===== src/rtl/esnp_pkg.sv =====
// esnp_pkg: shared types, codes and constants of the escaped node stream parser
// no dependencies; imported by every other rtl file of the block except the two interfaces
package esnp_pkg;

    // deepest nesting that may be opened; the depth counter itself is 8 bits
    localparam int unsigned MAX_DEPTH = 255;

    localparam int unsigned DEPTH_W = 8;
    localparam int unsigned APB_ADDR_W = 4;
    localparam int unsigned APB_DATA_W = 32;

    // register indexes (byte address = 4 * index)
    localparam logic [1:0] REG_ACCEPTED_ID = 2'd0;
    localparam logic [1:0] REG_START_MARKER = 2'd1;
    localparam logic [1:0] REG_END_MARKER = 2'd2;
    localparam logic [1:0] REG_ESCAPE_MARKER = 2'd3;

    localparam logic [31:0] ACCEPTED_ID_RST = 32'h0000_0000;
    localparam logic [7:0] START_MARKER_RST = 8'd254;
    localparam logic [7:0] END_MARKER_RST = 8'd255;
    localparam logic [7:0] ESCAPE_MARKER_RST = 8'd253;

    // value of the wildcard identifier
    localparam logic [31:0] ID_WILDCARD = 32'h0000_0000;

    // bytes a file needs at least, and where the byte counter stops
    localparam logic [3:0] SEEN_MIN = 4'd8;

    typedef enum logic [5:0] {
        PH_HDR        = 6'b000001,
        PH_ROOT_MARK  = 6'b000010,
        PH_ROOT_TYPE  = 6'b000100,
        PH_BODY       = 6'b001000,
        PH_CHILD_TYPE = 6'b010000,
        PH_ESCAPED    = 6'b100000
    } t_phase;

    typedef enum logic [2:0] {
        KIND_NONE   = 3'd0,
        KIND_OPEN   = 3'd1,
        KIND_PROP   = 3'd2,
        KIND_CLOSE  = 3'd3,
        KIND_ERROR  = 3'd4
    } t_kind;

    typedef enum logic [2:0] {
        ERR_NONE      = 3'd0,
        ERR_SHORT     = 3'd1,
        ERR_ID        = 3'd2,
        ERR_NO_ROOT   = 3'd3,
        ERR_TRUNCATED = 3'd4,
        ERR_NO_NODE   = 3'd5,
        ERR_OVERFLOW  = 3'd6,
        ERR_UNCLOSED  = 3'd7
    } t_err;

    typedef enum logic [1:0] {
        ST_BUSY     = 2'd0,
        ST_ACCEPTED = 2'd1,
        ST_REJECTED = 2'd2
    } t_status;

    typedef struct packed {
        logic [31:0] accepted_id;
        logic [7:0]  start_marker;
        logic [7:0]  end_marker;
        logic [7:0]  escape_marker;
    } t_cfg;

    typedef struct packed {
        t_kind              kind;
        logic [7:0]         value;
        logic [DEPTH_W-1:0] depth;
        t_err               err;
        t_status            status;
    } t_result;

endpackage


===== src/rtl/esnp_in_if.sv =====
// esnp_in_if: input byte channel, valid/ready with one file byte per beat
// no dependencies
interface esnp_in_if;
    logic       valid;
    logic       ready;
    logic [7:0] data_byte;
    logic       final_byte;

    modport source (output valid, output data_byte, output final_byte, input ready);
    modport sink (input valid, input data_byte, input final_byte, output ready);
endinterface


===== src/rtl/esnp_out_if.sv =====
// esnp_out_if: result channel, valid/ready with one parse event per beat
// no dependencies
interface esnp_out_if;
    logic       valid;
    logic       ready;
    logic [2:0] event_kind;
    logic [7:0] event_value;
    logic [7:0] nest_depth;
    logic [2:0] fault_code;
    logic [1:0] stream_status;

    modport source (output valid, output event_kind, output event_value,
                    output nest_depth, output fault_code, output stream_status,
                    input ready);
    modport sink (input valid, input event_kind, input event_value,
                  input nest_depth, input fault_code, input stream_status,
                  output ready);
endinterface


===== src/rtl/esnp_regs.sv =====
// esnp_regs: apb register file holding identifier and marker values
// depends on esnp_pkg
module esnp_regs
    import esnp_pkg::*;
(
    input  logic                  i_clk,
    input  logic                  i_rst_n,
    input  logic                  psel,
    input  logic                  penable,
    input  logic                  pwrite,
    input  logic [APB_ADDR_W-1:0] paddr,
    input  logic [APB_DATA_W-1:0] pwdata,
    output logic [APB_DATA_W-1:0] prdata,
    output logic                  pready,
    output t_cfg                  o_cfg
);

    t_cfg       r_cfg;
    logic       wr_en;
    logic [1:0] reg_idx;

    assign pready  = 1'b1;
    assign wr_en   = psel & penable & pwrite;
    assign reg_idx = paddr[3:2];
    assign o_cfg   = r_cfg;

    always_ff @(posedge i_clk) begin
        if (!i_rst_n) begin
            r_cfg.accepted_id   <= ACCEPTED_ID_RST;
            r_cfg.start_marker  <= START_MARKER_RST;
            r_cfg.end_marker    <= END_MARKER_RST;
            r_cfg.escape_marker <= ESCAPE_MARKER_RST;
        end else if (wr_en) begin
            case (reg_idx)
                REG_ACCEPTED_ID:   r_cfg.accepted_id   <= pwdata;
                REG_START_MARKER:  r_cfg.start_marker  <= pwdata[7:0];
                REG_END_MARKER:    r_cfg.end_marker    <= pwdata[7:0];
                REG_ESCAPE_MARKER: r_cfg.escape_marker <= pwdata[7:0];
                default: ;
            endcase
        end
    end

    always_comb begin
        case (reg_idx)
            REG_ACCEPTED_ID:   prdata = r_cfg.accepted_id;
            REG_START_MARKER:  prdata = {24'd0, r_cfg.start_marker};
            REG_END_MARKER:    prdata = {24'd0, r_cfg.end_marker};
            REG_ESCAPE_MARKER: prdata = {24'd0, r_cfg.escape_marker};
            default:           prdata = '0;
        endcase
    end

endmodule


===== src/rtl/esnp_core.sv =====
// esnp_core: parse state registers and the combinational per-byte state update
// depends on esnp_pkg
module esnp_core
    import esnp_pkg::*;
(
    input  logic       i_clk,
    input  logic       i_rst_n,
    input  t_cfg       i_cfg,
    input  logic       i_step,
    input  logic [7:0] i_byte,
    input  logic       i_final,
    output t_result    o_res
);

    t_phase             r_phase, n_phase;
    logic [DEPTH_W-1:0] r_depth, n_depth;
    logic               r_has_child, n_has_child;
    logic [3:0]         r_seen, n_seen;
    logic               r_failed, n_failed;
    logic [31:0]        r_id, n_id;

    logic [31:0]        id_acc;
    logic               is_prop;
    logic               at_limit;
    t_kind              kind;
    logic [7:0]         value;
    t_err               err;

    assign id_acc   = r_id | (32'(i_byte) << {r_seen[1:0], 3'b000});
    assign at_limit = (32'(r_depth) >= MAX_DEPTH) || (r_depth == {DEPTH_W{1'b1}});

    always_comb begin
        n_phase     = r_phase;
        n_depth     = r_depth;
        n_has_child = r_has_child;
        n_seen      = (r_seen < SEEN_MIN) ? r_seen + 4'd1 : SEEN_MIN;
        n_failed    = r_failed;
        n_id        = r_id;
        kind        = KIND_NONE;
        value       = 8'd0;
        err         = ERR_NONE;
        is_prop     = 1'b0;
        o_res       = '{KIND_NONE, 8'd0, r_depth, ERR_NONE, ST_BUSY};

        if (r_failed) begin
            // draining a rejected file until its final byte
            o_res = '{KIND_NONE, 8'd0, r_depth, ERR_NONE, ST_REJECTED};
        end else if (i_final && (r_seen < SEEN_MIN - 4'd1)) begin
            o_res = '{KIND_ERROR, 8'd0, r_depth, ERR_SHORT, ST_REJECTED};
        end else begin
            case (r_phase)
                PH_HDR: begin
                    n_id = id_acc;
                    if (r_seen[1:0] == 2'd3) begin
                        if (id_acc != i_cfg.accepted_id && id_acc != ID_WILDCARD)
                            err = ERR_ID;
                        else
                            n_phase = PH_ROOT_MARK;
                    end
                end
                PH_ROOT_MARK: begin
                    if (i_byte != i_cfg.start_marker) err = ERR_NO_ROOT;
                    else n_phase = PH_ROOT_TYPE;
                end
                PH_ROOT_TYPE: begin
                    n_depth     = DEPTH_W'(1);
                    n_has_child = 1'b0;
                    kind        = KIND_OPEN;
                    value       = i_byte;
                    n_phase     = PH_BODY;
                end
                PH_CHILD_TYPE: begin
                    n_phase = PH_BODY;
                    if (at_limit) begin
                        err = ERR_OVERFLOW;
                    end else begin
                        n_depth     = r_depth + DEPTH_W'(1);
                        n_has_child = 1'b0;
                        kind        = KIND_OPEN;
                        value       = i_byte;
                    end
                end
                PH_ESCAPED: begin
                    n_phase = PH_BODY;
                    is_prop = 1'b1;
                end
                default: begin
                    // body: start wins over end, end over escape
                    if (i_byte == i_cfg.start_marker) begin
                        if (r_depth == '0) err = ERR_NO_NODE;
                        else if (i_final) err = ERR_TRUNCATED;
                        else n_phase = PH_CHILD_TYPE;
                    end else if (i_byte == i_cfg.end_marker) begin
                        if (r_depth == '0) begin
                            err = ERR_NO_NODE;
                        end else begin
                            n_depth     = r_depth - DEPTH_W'(1);
                            n_has_child = 1'b1;
                            kind        = KIND_CLOSE;
                        end
                    end else if (i_byte == i_cfg.escape_marker) begin
                        if (i_final) err = ERR_TRUNCATED;
                        else n_phase = PH_ESCAPED;
                    end else begin
                        is_prop = 1'b1;
                    end
                end
            endcase

            // properties only until the node gets its first child
            if (is_prop && n_depth != '0 && !n_has_child) begin
                kind  = KIND_PROP;
                value = i_byte;
            end

            if (err != ERR_NONE) begin
                o_res    = '{KIND_ERROR, 8'd0, n_depth, err, ST_REJECTED};
                n_failed = 1'b1;
            end else if (i_final) begin
                if (n_depth != '0)
                    o_res = '{KIND_ERROR, 8'd0, n_depth, ERR_UNCLOSED, ST_REJECTED};
                else
                    o_res = '{kind, value, n_depth, ERR_NONE, ST_ACCEPTED};
            end else begin
                o_res = '{kind, value, n_depth, ERR_NONE, ST_BUSY};
            end
        end

        // final byte rearms for the next file
        if (i_final) begin
            n_phase     = PH_HDR;
            n_depth     = '0;
            n_has_child = 1'b0;
            n_seen      = 4'd0;
            n_failed    = 1'b0;
            n_id        = '0;
        end
    end

    always_ff @(posedge i_clk) begin
        if (!i_rst_n) begin
            r_phase     <= PH_HDR;
            r_depth     <= '0;
            r_has_child <= 1'b0;
            r_seen      <= 4'd0;
            r_failed    <= 1'b0;
            r_id        <= '0;
        end else if (i_step) begin
            r_phase     <= n_phase;
            r_depth     <= n_depth;
            r_has_child <= n_has_child;
            r_seen      <= n_seen;
            r_failed    <= n_failed;
            r_id        <= n_id;
        end
    end

endmodule


===== src/rtl/escaped_node_stream_parser.sv =====
// escaped_node_stream_parser: top level, input stage, output stage and assertions
// depends on esnp_pkg, esnp_in_if, esnp_out_if, esnp_regs, esnp_core
//
// Streaming parser for a byte-stuffed nested node file. One file byte enters per
// input beat, the last byte flagged by final_byte, and every byte yields exactly
// one result beat: node opened (with its type), property byte, node closed, error,
// or nothing. A file is a 4-byte identifier (equal to the accepted_id register or
// all zero), a root start marker, the raw root type byte, then a body in which a
// start marker opens a child whose raw type follows, an end marker closes a node
// and an escape marker makes the next byte literal. Property bytes are reported
// only until the current node gets its first child. After an error the rest of
// the file is swallowed with status "rejected"; the final byte always rearms the
// parser. Throughput is one byte per clock with no gaps while the result side
// takes results; back-pressure there stalls the input. Each byte is registered
// in an input stage, the whole state update is combinational in the core, and
// the result lands in an output register. The input stays ready while the
// result register is full, as long as the downstream side takes a result in
// that cycle. Marker and identifier registers sit on an APB port at byte
// addresses 0, 4, 8, 12; the user is to write them only while the parser is
// idle, and the block itself does not enforce this.
module escaped_node_stream_parser
    import esnp_pkg::*;
(
    input  logic                  i_clk,
    input  logic                  i_rst_n,
    esnp_in_if.sink               i_in,
    esnp_out_if.source            o_out,
    input  logic                  psel,
    input  logic                  penable,
    input  logic                  pwrite,
    input  logic [APB_ADDR_W-1:0] paddr,
    input  logic [APB_DATA_W-1:0] pwdata,
    output logic [APB_DATA_W-1:0] prdata,
    output logic                  pready
);

    t_cfg       cfg;
    t_result    core_res;

    // input stage
    logic       r_in_valid;
    logic [7:0] r_in_byte;
    logic       r_in_final;

    // output stage
    logic       r_out_valid;
    t_result    r_out;

    logic       in_fire;
    logic       step;

    // the byte in the input stage moves on when the result slot is free or drains
    assign step      = r_in_valid && (!r_out_valid || o_out.ready);
    assign i_in.ready = !r_in_valid || step;
    assign in_fire   = i_in.valid && i_in.ready;

    esnp_regs u_regs (
        .i_clk   (i_clk),
        .i_rst_n (i_rst_n),
        .psel    (psel),
        .penable (penable),
        .pwrite  (pwrite),
        .paddr   (paddr),
        .pwdata  (pwdata),
        .prdata  (prdata),
        .pready  (pready),
        .o_cfg   (cfg)
    );

    esnp_core u_core (
        .i_clk   (i_clk),
        .i_rst_n (i_rst_n),
        .i_cfg   (cfg),
        .i_step  (step),
        .i_byte  (r_in_byte),
        .i_final (r_in_final),
        .o_res   (core_res)
    );

    // valid flags
    always_ff @(posedge i_clk) begin
        if (!i_rst_n) begin
            r_in_valid  <= 1'b0;
            r_out_valid <= 1'b0;
        end else begin
            if (in_fire) r_in_valid <= 1'b1;
            else if (step) r_in_valid <= 1'b0;

            if (step) r_out_valid <= 1'b1;
            else if (o_out.ready) r_out_valid <= 1'b0;
        end
    end

    // payload, no reset needed
    always_ff @(posedge i_clk) begin
        if (in_fire) begin
            r_in_byte  <= i_in.data_byte;
            r_in_final <= i_in.final_byte;
        end
        if (step) r_out <= core_res;
    end

    assign o_out.valid         = r_out_valid;
    assign o_out.event_kind    = r_out.kind;
    assign o_out.event_value   = r_out.value;
    assign o_out.nest_depth    = r_out.depth;
    assign o_out.fault_code    = r_out.err;
    assign o_out.stream_status = r_out.status;

    // an error code shows up exactly on error events
    a_err_kind: assert property (@(posedge i_clk) disable iff (!i_rst_n)
        r_out_valid |-> ((r_out.err == ERR_NONE) == (r_out.kind != KIND_ERROR)))
        else $error("error code and event kind disagree");

    // an accepted file always ends with every node closed
    a_accept_depth: assert property (@(posedge i_clk) disable iff (!i_rst_n)
        (r_out_valid && r_out.status == ST_ACCEPTED) |-> (r_out.depth == '0))
        else $error("file accepted with open nodes");

    // nesting never exceeds the MAX_DEPTH limit
    a_depth_limit: assert property (@(posedge i_clk) disable iff (!i_rst_n)
        r_out_valid |-> (32'(r_out.depth) <= MAX_DEPTH))
        else $error("nest depth above limit");

    // a held byte in the input stage is never overwritten
    a_in_hold: assert property (@(posedge i_clk) disable iff (!i_rst_n)
        (r_in_valid && !step) |=> (r_in_valid && $stable(r_in_byte) && $stable(r_in_final)))
        else $error("input stage lost a byte");

endmodule


===== src/flat_wrapper.sv =====
// flat-port wrapper written by rule: the top's interface ports become plain ports
module escaped_node_stream_parser_flat import esnp_pkg::*;
  (i_clk, i_rst_n, psel, penable, pwrite, paddr, pwdata, prdata, pready, i_in_valid, i_in_data_byte, i_in_final_byte, i_in_ready, o_out_valid, o_out_event_kind, o_out_event_value, o_out_nest_depth, o_out_fault_code, o_out_stream_status, o_out_ready);
  esnp_in_if i_in_i ();
  esnp_out_if o_out_i ();
  input  logic i_clk;
  input  logic i_rst_n;
  input  logic psel;
  input  logic penable;
  input  logic pwrite;
  input  logic [APB_ADDR_W-1:0] paddr;
  input  logic [APB_DATA_W-1:0] pwdata;
  output logic [APB_DATA_W-1:0] prdata;
  output logic pready;
  input wire logic [$bits(i_in_i.valid)-1:0] i_in_valid;
  input wire logic [$bits(i_in_i.data_byte)-1:0] i_in_data_byte;
  input wire logic [$bits(i_in_i.final_byte)-1:0] i_in_final_byte;
  output wire logic [$bits(i_in_i.ready)-1:0] i_in_ready;
  output wire logic [$bits(o_out_i.valid)-1:0] o_out_valid;
  output wire logic [$bits(o_out_i.event_kind)-1:0] o_out_event_kind;
  output wire logic [$bits(o_out_i.event_value)-1:0] o_out_event_value;
  output wire logic [$bits(o_out_i.nest_depth)-1:0] o_out_nest_depth;
  output wire logic [$bits(o_out_i.fault_code)-1:0] o_out_fault_code;
  output wire logic [$bits(o_out_i.stream_status)-1:0] o_out_stream_status;
  input wire logic [$bits(o_out_i.ready)-1:0] o_out_ready;
  assign i_in_i.valid = i_in_valid;
  assign i_in_i.data_byte = i_in_data_byte;
  assign i_in_i.final_byte = i_in_final_byte;
  assign i_in_ready = i_in_i.ready;
  assign o_out_valid = o_out_i.valid;
  assign o_out_event_kind = o_out_i.event_kind;
  assign o_out_event_value = o_out_i.event_value;
  assign o_out_nest_depth = o_out_i.nest_depth;
  assign o_out_fault_code = o_out_i.fault_code;
  assign o_out_stream_status = o_out_i.stream_status;
  assign o_out_i.ready = o_out_ready;
  escaped_node_stream_parser u_core (.i_clk(i_clk), .i_rst_n(i_rst_n), .i_in(i_in_i), .o_out(o_out_i), .psel(psel), .penable(penable), .pwrite(pwrite), .paddr(paddr), .pwdata(pwdata), .prdata(prdata), .pready(pready));
endmodule

===== config.mk =====
export PLATFORM = sky130hd
export DESIGN_NAME = escaped_node_stream_parser_flat
export DESIGN_NICKNAME = d
export VERILOG_FILES = /design/src/rtl/esnp_pkg.sv /design/src/rtl/esnp_in_if.sv /design/src/rtl/esnp_out_if.sv /design/src/rtl/esnp_regs.sv /design/src/rtl/esnp_core.sv /design/src/rtl/escaped_node_stream_parser.sv /design/src/flat_wrapper.sv
export SDC_FILE = /design/constraint.sdc
export NUM_CORES = 1
export LEC_CHECK = 0
export BUFFER_PORTS_ARGS = -buffer_cell sky130_fd_sc_hd__buf_2
export CAP_MARGIN = 0
export CORE_MARGIN = 3
export CORE_UTILIZATION = 63
export CTS_BUF_LIST = sky130_fd_sc_hd__clkbuf_4 sky130_fd_sc_hd__clkbuf_8 sky130_fd_sc_hd__clkbuf_16
export DETAILED_ROUTE_END_ITERATION = 10
export PLACE_DENSITY_LB_ADDON = 0.25
export SYNTH_ARGS = -nofsm -noshare
export SYNTH_HDL_FRONTEND = slang
export SYNTH_SLANG_ARGS = --single-unit

===== constraint.sdc =====
create_clock -name i_clk -period 5.6 [get_ports i_clk]
set_input_delay 0.56 -clock i_clk [delete_from_list [all_inputs] [get_ports i_clk]]
set_output_delay 0.56 -clock i_clk [all_outputs]
set_load 0.01 [all_outputs]

==> Word level (Yosys, flattened, before mapping) <==
Cells that the tools add are included.
{ "op_classes": {"n_addsub": 3, "n_eq_ne": 22, "bitwise_logic": 4, "reduce_logical": 35, "n_mux": 79, "n_shift": 1, "order_cmp": 3} }
{ "ops": {"columns": ["operator", "count"], "rows": [
  ["two-way mux 32 bit", 4],
  ["one-hot mux 32 bit (4 select lines)", 1],
  ["two-way mux 24 bit", 4],
  ["two-way mux 8 bit", 11],
  ["two-way mux 6 bit", 10],
  ["!= test 32 bit", 1],
  ["bitwise OR 32 bit", 1],
  ["nonzero test 32 bit", 1],
  ["<< shifter 8 x 5 -> 32 bit", 1],
  ["two-way mux 3 bit", 10],
  ["equality test 8 bit", 3],
  ["one-hot mux 8 bit (3 select lines)", 1],
  ["two-way mux 1 bit", 23],
  ["one-hot mux 6 bit (3 select lines)", 1],
  ["one-hot mux 8 bit (2 select lines)", 1],
  ["two-way mux 13 bit", 1],
  ["two-way mux 2 bit", 6],
  ["!= test 6 x 3 -> 1 bit (second input constant)", 2],
  ["one-hot mux 3 bit (4 select lines)", 1],
  ["!= test 3 x 2 -> 1 bit (second input constant)", 3],
  ["AND reduction 9 bit", 1],
  ["OR reduction 3 bit", 3],
  ["adder 8 x 1 -> 8 bit (second input constant)", 1],
  ["equality test 8 bit (second input constant)", 1],
  ["other kinds (34)", 55]
]} }
{ "word_totals": {"elab_cells": 169, "reg_bits": 143, "input_bits": 52} }

==> Longest topological paths before layout <==
{ "logic_depth": {"ltp_word": 16, "ltp_mapped": 13, "mapped_depth_nobuf": 10} }

==> Modules after synthesis <==
A second synthesis with hierarchy kept.
{ "unflattened": {"hier_cells": 930, "hier_area_um2": 8655.8} }
{ "modules_own_cells": {"columns": ["mod", "area_per_inst_um2", "n_inst", "cells_each", "seq_area_each_um2"], "rows": [
  ["esnp_core", 4848.4, 1, 619, 1041.0],
  ["esnp_regs", 2712.6, 1, 269, 1121.1],
  ["escaped_node_stream_parser", 1094.8, 1, 42, 1031.0]
]} }

==> Worst setup path after synthesis <==
Ideal clock, no wire load.
{ "synth_path": {"kind": "register to register", "startpoint": "reg u_core.u_core.r_depth[0]", "endpoint": "reg u_core.r_out (netlist bit u_core.o_out.fault_code[0]), data pin", "required_time_ns": 5.345, "arrival_ns": 2.554, "path_stages_with_launch": 13, "setup_time_ns": 0.255, "slack_ns": 2.791, "period_less_slack_ns": 2.809, "path_cell_list": "dfxtp_1 inv_1 ha_1 nor2b_1 and4bb_2 buf_4 nor4b_1 a211o_1 nor3_2 nand4_2 o21a_4 buf_6 a31o_1"} }
{ "synth_between": {"elab_chain_cells": 12, "elab_cells_between_ends": 27, "cone_classes": "2 x add/sub; 1 x order compare; 1 x eq/ne; 19 x mux; 4 x reduce/logical"} }
{ "synth_lines": {"columns": ["item", "line_no", "rtl"], "rows": [
  ["from (decl)", "esnp_core.sv:16", "logic [DEPTH_W-1:0] r_depth, n_depth;"],
  ["from (signal assigned)", "esnp_core.sv:150", "r_depth <= n_depth;"],
  ["subtractor 8 x 1 -> 8 bit or zero test 8 bit (tied branches)", "esnp_core.sv:97, esnp_core.sv:90, esnp_core.sv:94", null],
  ["two-way mux 8 bit", "esnp_core.sv:94", "if (r_depth == '0) begin"],
  ["two-way mux 8 bit", "esnp_core.sv:93", "end else if (i_byte == i_cfg.end_marker) begin"],
  ["two-way mux 8 bit", "esnp_core.sv:89", "if (i_byte == i_cfg.start_marker) begin"],
  ["one-hot mux 8 bit (3 select lines)", "esnp_core.sv:51", "case (r_phase)"],
  ["two-way mux 8 bit", "esnp_core.sv:48", "end else if (i_final && (r_seen < SEEN_MIN - 4'd1)) begin"],
  ["two-way mux 8 bit", "esnp_core.sv:45", "if (r_failed) begin"],
  ["nonzero test 8 bit", "esnp_core.sv:120", "if (n_depth != '0)"],
  ["two-way mux 24 bit", "esnp_core.sv:120", null],
  ["two-way mux 24 bit", "esnp_core.sv:119", "end else if (i_final) begin"],
  ["two-way mux 24 bit (*)", "esnp_core.sv:116", "if (err != ERR_NONE) begin"],
  ["two-way mux 24 bit (*)", "esnp_core.sv:48", null],
  ["to (signal assigned)", "escaped_node_stream_parser.sv:100", "if (step) r_out <= core_res;"],
  ["to (decl)", "escaped_node_stream_parser.sv:47", "t_result r_out;"]
]} }
Every way passes the cells marked *; elsewhere a longest branch is shown, timed or not. The select of a mux whose other input is x is not followed.
A chain may end at the register's enable or synchronous reset.

==> Worst setup path after layout <==
{ "layout_path": {"startpoint": "reg u_core.u_core.r_seen[0]", "endpoint": "reg u_core.r_out (netlist bit u_core.o_out.event_value[5]), data pin"} }
{ "layout_between": {"elab_chain_cells": 11, "elab_cells_between_ends": 15, "cone_classes": "1 x order compare; 2 x eq/ne; 1 x shift; 5 x mux; 1 x bitwise; 5 x reduce/logical"} }
{ "layout_lines": {"columns": ["item", "line_no", "rtl"], "rows": [
  ["from (decl)", "esnp_core.sv:18", "logic [3:0] r_seen, n_seen;"],
  ["from (signal assigned)", "esnp_core.sv:152", "r_seen <= n_seen;"],
  ["<< shifter 8 x 5 -> 32 bit", "esnp_core.sv:29", "assign id_acc = r_id | (32'(i_byte) << {r_seen[1:0], 3'b000});"],
  ["bitwise OR 32 bit", "esnp_core.sv:29", null],
  ["!= test 32 bit or nonzero test 32 bit (tied branches)", "esnp_core.sv:55", "if (id_acc != i_cfg.accepted_id && id_acc != ID_WILDCARD)"],
  ["logical AND 1 bit", "esnp_core.sv:55", null],
  ["two-way mux 2 bit", "esnp_core.sv:55", null],
  ["two-way mux 2 bit", "esnp_core.sv:54", "if (r_seen[1:0] == 2'd3) begin"],
  ["one-hot mux 3 bit (4 select lines)", "esnp_core.sv:51", null],
  ["two-way mux 3 bit", "esnp_core.sv:48", null],
  ["two-way mux 3 bit", "esnp_core.sv:45", null],
  ["nonzero test 3 bit", "esnp_core.sv:116", null],
  ["OR reduction 3 bit (no source line) (*)", null, null]
]} }
Marks and branches as above.

==> impl_metrics.json <==
{
  "utilization": 0.729,
  "status": "finished clean",
  "die_width_um": 120,
  "ys_seq_elements": 143,
  "min_period_over_period": 0.686,
  "final.fill_count": 989,
  "synthXorXnorAreaFrac": 0.0394,
  "vias_per_cell": 6.24,
  "wirelength_um": 21300,
  "grt_pass1_vias": 6964,
  "whs_path_depth": 1,
  "fin_area_um2": 9240,
  "synthAdderAreaFrac": 0.00609,
  "cap_violations": 0,
  "die_y_um": 120,
  "dieArea_um2": 14400,
  "totalPowerFinal_mw": 2.47,
  "final_cell_mix": "nand2_1 (150), dfxtp_1 (110), buf_2 (107)",
  "pre_cts_ws_ns": 1.89,
  "grt_overflow_total": 0,
  "relSlewSlack": 0.262,
  "worstPathMaxFanout": 26,
  "synth_top_family_by_area": "simple AND/OR/NAND/NOR gates",
  "arrival_ns": 4.09,
  "nets": 1061,
  "io-pin-count": 111,
  "post_cts_resized": 0,
  "clock_latency_ns": 0.43,
  "num_rows": 41,
  "synth_cell_types": 87,
  "worst-r2r-setup-slack_ns": 1.76,
  "worstReg2RegStart": "u_core.u_core.r_seen[0]",
  "yosys.area_share.simple": 0.283,
  "rsz0062_at_grt": "no",
  "layout-drive-gt1-share": 0.190,
  "grt_usage": 0.301,
  "r2r_cells": 9,
  "muxShareOfSynthArea": 0.0320,
  "drc": 0,
  "hold_start": "i_in_data_byte[6]",
  "startpoint_type": "flop",
  "power_density_nw_per_um2": 268,
  "hold_violations": 0,
  "coreArea_um2": 12700,
  "first_pass_iters": 5,
  "tightest_slew_ns": 1.11,
  "post-route-min-period_ns": 3.84,
  "worst_slack_ns": 1.76,
  "dpl.hpwl_um": 14300,
  "detail-route-antenna-nets": 0,
  "multi_input_area_um2": 4500,
  "cts.sinks": 143,
  "r2r_end": "u_core.o_out.event_value[5]",
  "finalSetupTns_ns": 0,
  "setup_violations": 0,
  "worst_ep_required_time_ns": 5.84,
  "regArea_um2": 3190,
  "ir_drop_v": 0.000265,
  "netlist_area_um2": 8220,
  "initial_utilization": 0.648,
  "syn_nets": 997,
  "fmax_mhz": 260,
  "grt_max_degree": 74,
  "slew_violations": 0,
  "drtIter0Drc": 718,
  "holdPathEnd": "u_core.r_in_byte[6]",
  "worstSetupPathType": "reg -> reg",
  "cts.clk_slew.worst_paths_ns": 0.06,
  "synth_ff_type": "dfxtp_1",
  "ctsHtreeMaxLevel": 4,
  "hold_class": "in -> reg",
  "post_cts_buffers": 0,
  "syn_inst": 941,
  "synth-edff-count": 33,
  "layout_commonest_cell": "nand2_1",
  "clockBufferDepth": 2,
  "place_congestion": 0.978,
  "antenna_found_initial": 0,
  "clock-root-buffer": "clkbuf_16",
  "synth_compound_area_frac": 0.187,
  "async_flop_share": 0,
  "io_buffers": 107,
  "ctsHoldBuffers": 0,
  "cts_buffers": 17,
  "syn_avg_cell_area_um2": 8.73,
  "endpoint_kind": "flop",
  "grt_pass1_wl_um": 34700,
  "n_antenna_cell": 0,
  "wl_per_cell_um": 17.9,
  "dpl_cell_area_um2": 8610,
  "ys.warnings.count": 0,
  "num_vias": 7430,
  "yosysSeqAreaShare": 0.389,
  "area_growth_pct": 12.5,
  "finClkSkew_ns": 0.00590,
  "p_leak_nw": 3.48,
  "cts_tree": "yes"
}
-- layout make-up --
cell class | count | share of cell area
tap | 172 | 0.0233
sequential | 143 | 0.346
inverter | 26 | 0.0106
timing repair buffer | 116 | 0.0653
multi-input combinational | 701 | 0.487
clock buffer | 24 | 0.0575
clock inverter | 8 | 0.0107
-- metal layers --
layer,part of all wire,GRT usage,wire (µm),vias to the layer above
li1,-,-,-,3503
met5,0,0,0,-
met3,0.097,0.0734,2060,40
met2,0.46,0.462,9790,370
met4,0.022,0.112,467,0
met1,0.42,0.415,8980,3517
-- critical path, cell delays in order, from the launching register on --
cell and delay, ns:
dfxtp_1 0.69, buf_4 0.40, nor3b_1 0.11, or3_1 0.33, a2111oi_0 0.39, nand4_1 0.19
or4_4 0.50, a211oi_4 0.49, nand2_2 0.19, a2111oi_4 0.35
-- flip-flops by register name, summed over array words and instances, names as in the netlist --
| signal | count |
|---|---|
| u_core.u_core.r_failed | 1 |
| u_core.r_in_valid | 1 |
| u_core.o_out.nest_depth | 8 |
| u_core.o_out.event_kind | 3 |
| u_core.o_out.fault_code | 3 |
| u_core.u_regs.o_cfg | 56 |
| u_core.r_in_final | 1 |
| u_core.o_out.event_value | 8 |
| u_core.u_core.r_has_child | 1 |
| u_core.u_core.r_id | 32 |
| u_core.o_out.valid | 1 |
| u_core.u_core.r_seen | 4 |
| u_core.u_core.r_depth | 8 |
| u_core.r_in_byte | 8 |
| u_core.o_out.stream_status | 2 |
| u_core.u_core.r_phase | 6 |
-- stage by stage --
step / std cells / hold slack [ns]
6_report: 1190 / 0.299
2_1_floorplan: 941 / 0.459
4_1_cts: 1190 / 0.290
3_5_place_dp: 1158 / 0.490
3_3_place_gp: 1158 / 0.480
5_1_grt: 1190 / 0.281
-- logic make-up (layout without fill, tap and decap cells) --
kind of cell	count (synthesis)	count (layout)
buffers and inverters	97	174
other	1	1
adders and majority gates	4	4
muxes	16	16
AOI/OAI and AO/OA	211	211
DFF	143	143
and+or+nand+nor	432	432
xor gates and xnor gates	37	37
-- power breakdown --
group,switching (mW),total (mW),leakage [nW],internal [mW]
sequential,0.0326,1.11,1.21,1.08
clock,0.438,1.19,0.318,0.753
combinational,0.0997,0.173,1.95,0.0734
total,0.570,2.47,3.48,1.90
-- worst max-delay path by stage --
| stage | from | to | slack, ns | cells past startpoint |
|---|---|---|---|---|
| 2_1_floorplan | u_core.u_core.r_depth[0] | u_core.o_out.fault_code[0] | 2.79 | 12 |
| 3_3_place_gp | u_core.u_core.r_seen[0] | u_core.o_out.event_value[5] | 1.95 | 9 |
| 3_5_place_dp | u_core.u_core.r_seen[0] | u_core.o_out.event_value[5] | 1.89 | 9 |
| 4_1_cts | u_core.u_core.r_seen[0] | u_core.o_out.event_value[5] | 1.87 | 9 |
| 5_1_grt | u_core.u_core.r_seen[0] | u_core.o_out.event_value[5] | 1.53 | 9 |
| 6_report | u_core.u_core.r_seen[0] | u_core.o_out.event_value[5] | 1.76 | 9 |
-- synthesized netlist by cell type (4+ instances only) --
master	count	area (µm²)
buf_4	6	45.0
nor3b_1	8	60.1
mux2i_1	6	60.1
clkbuf_8	4	55.1
a211oi_1	14	105
inv_1	26	97.6
a21oi_1	32	160
buf_2	10	50.1
nor2_1	26	97.6
nor2b_1	40	250
a21boi_0	39	293
mux4_2	8	180
buf_6	11	124
xnor2_1	25	219
nand3_1	48	240
o21ai_0	32	160
and2_1	34	213
o211ai_1	4	30.0
nor4_1	16	100
clkbuf_1	37	139
ha_1	4	50.1
dfxtp_1	110	2200
nor3_1	16	80.1
nand4_1	14	87.6
nand2_1	150	563
a22oi_1	37	278
nor4b_1	7	61.3
xor2_1	12	105
and3_1	17	106
edfxtp_1	33	991
nand3b_1	19	143
or3_1	7	43.8
a31oi_1	11	68.8
(Power assumes the default switching activity.)
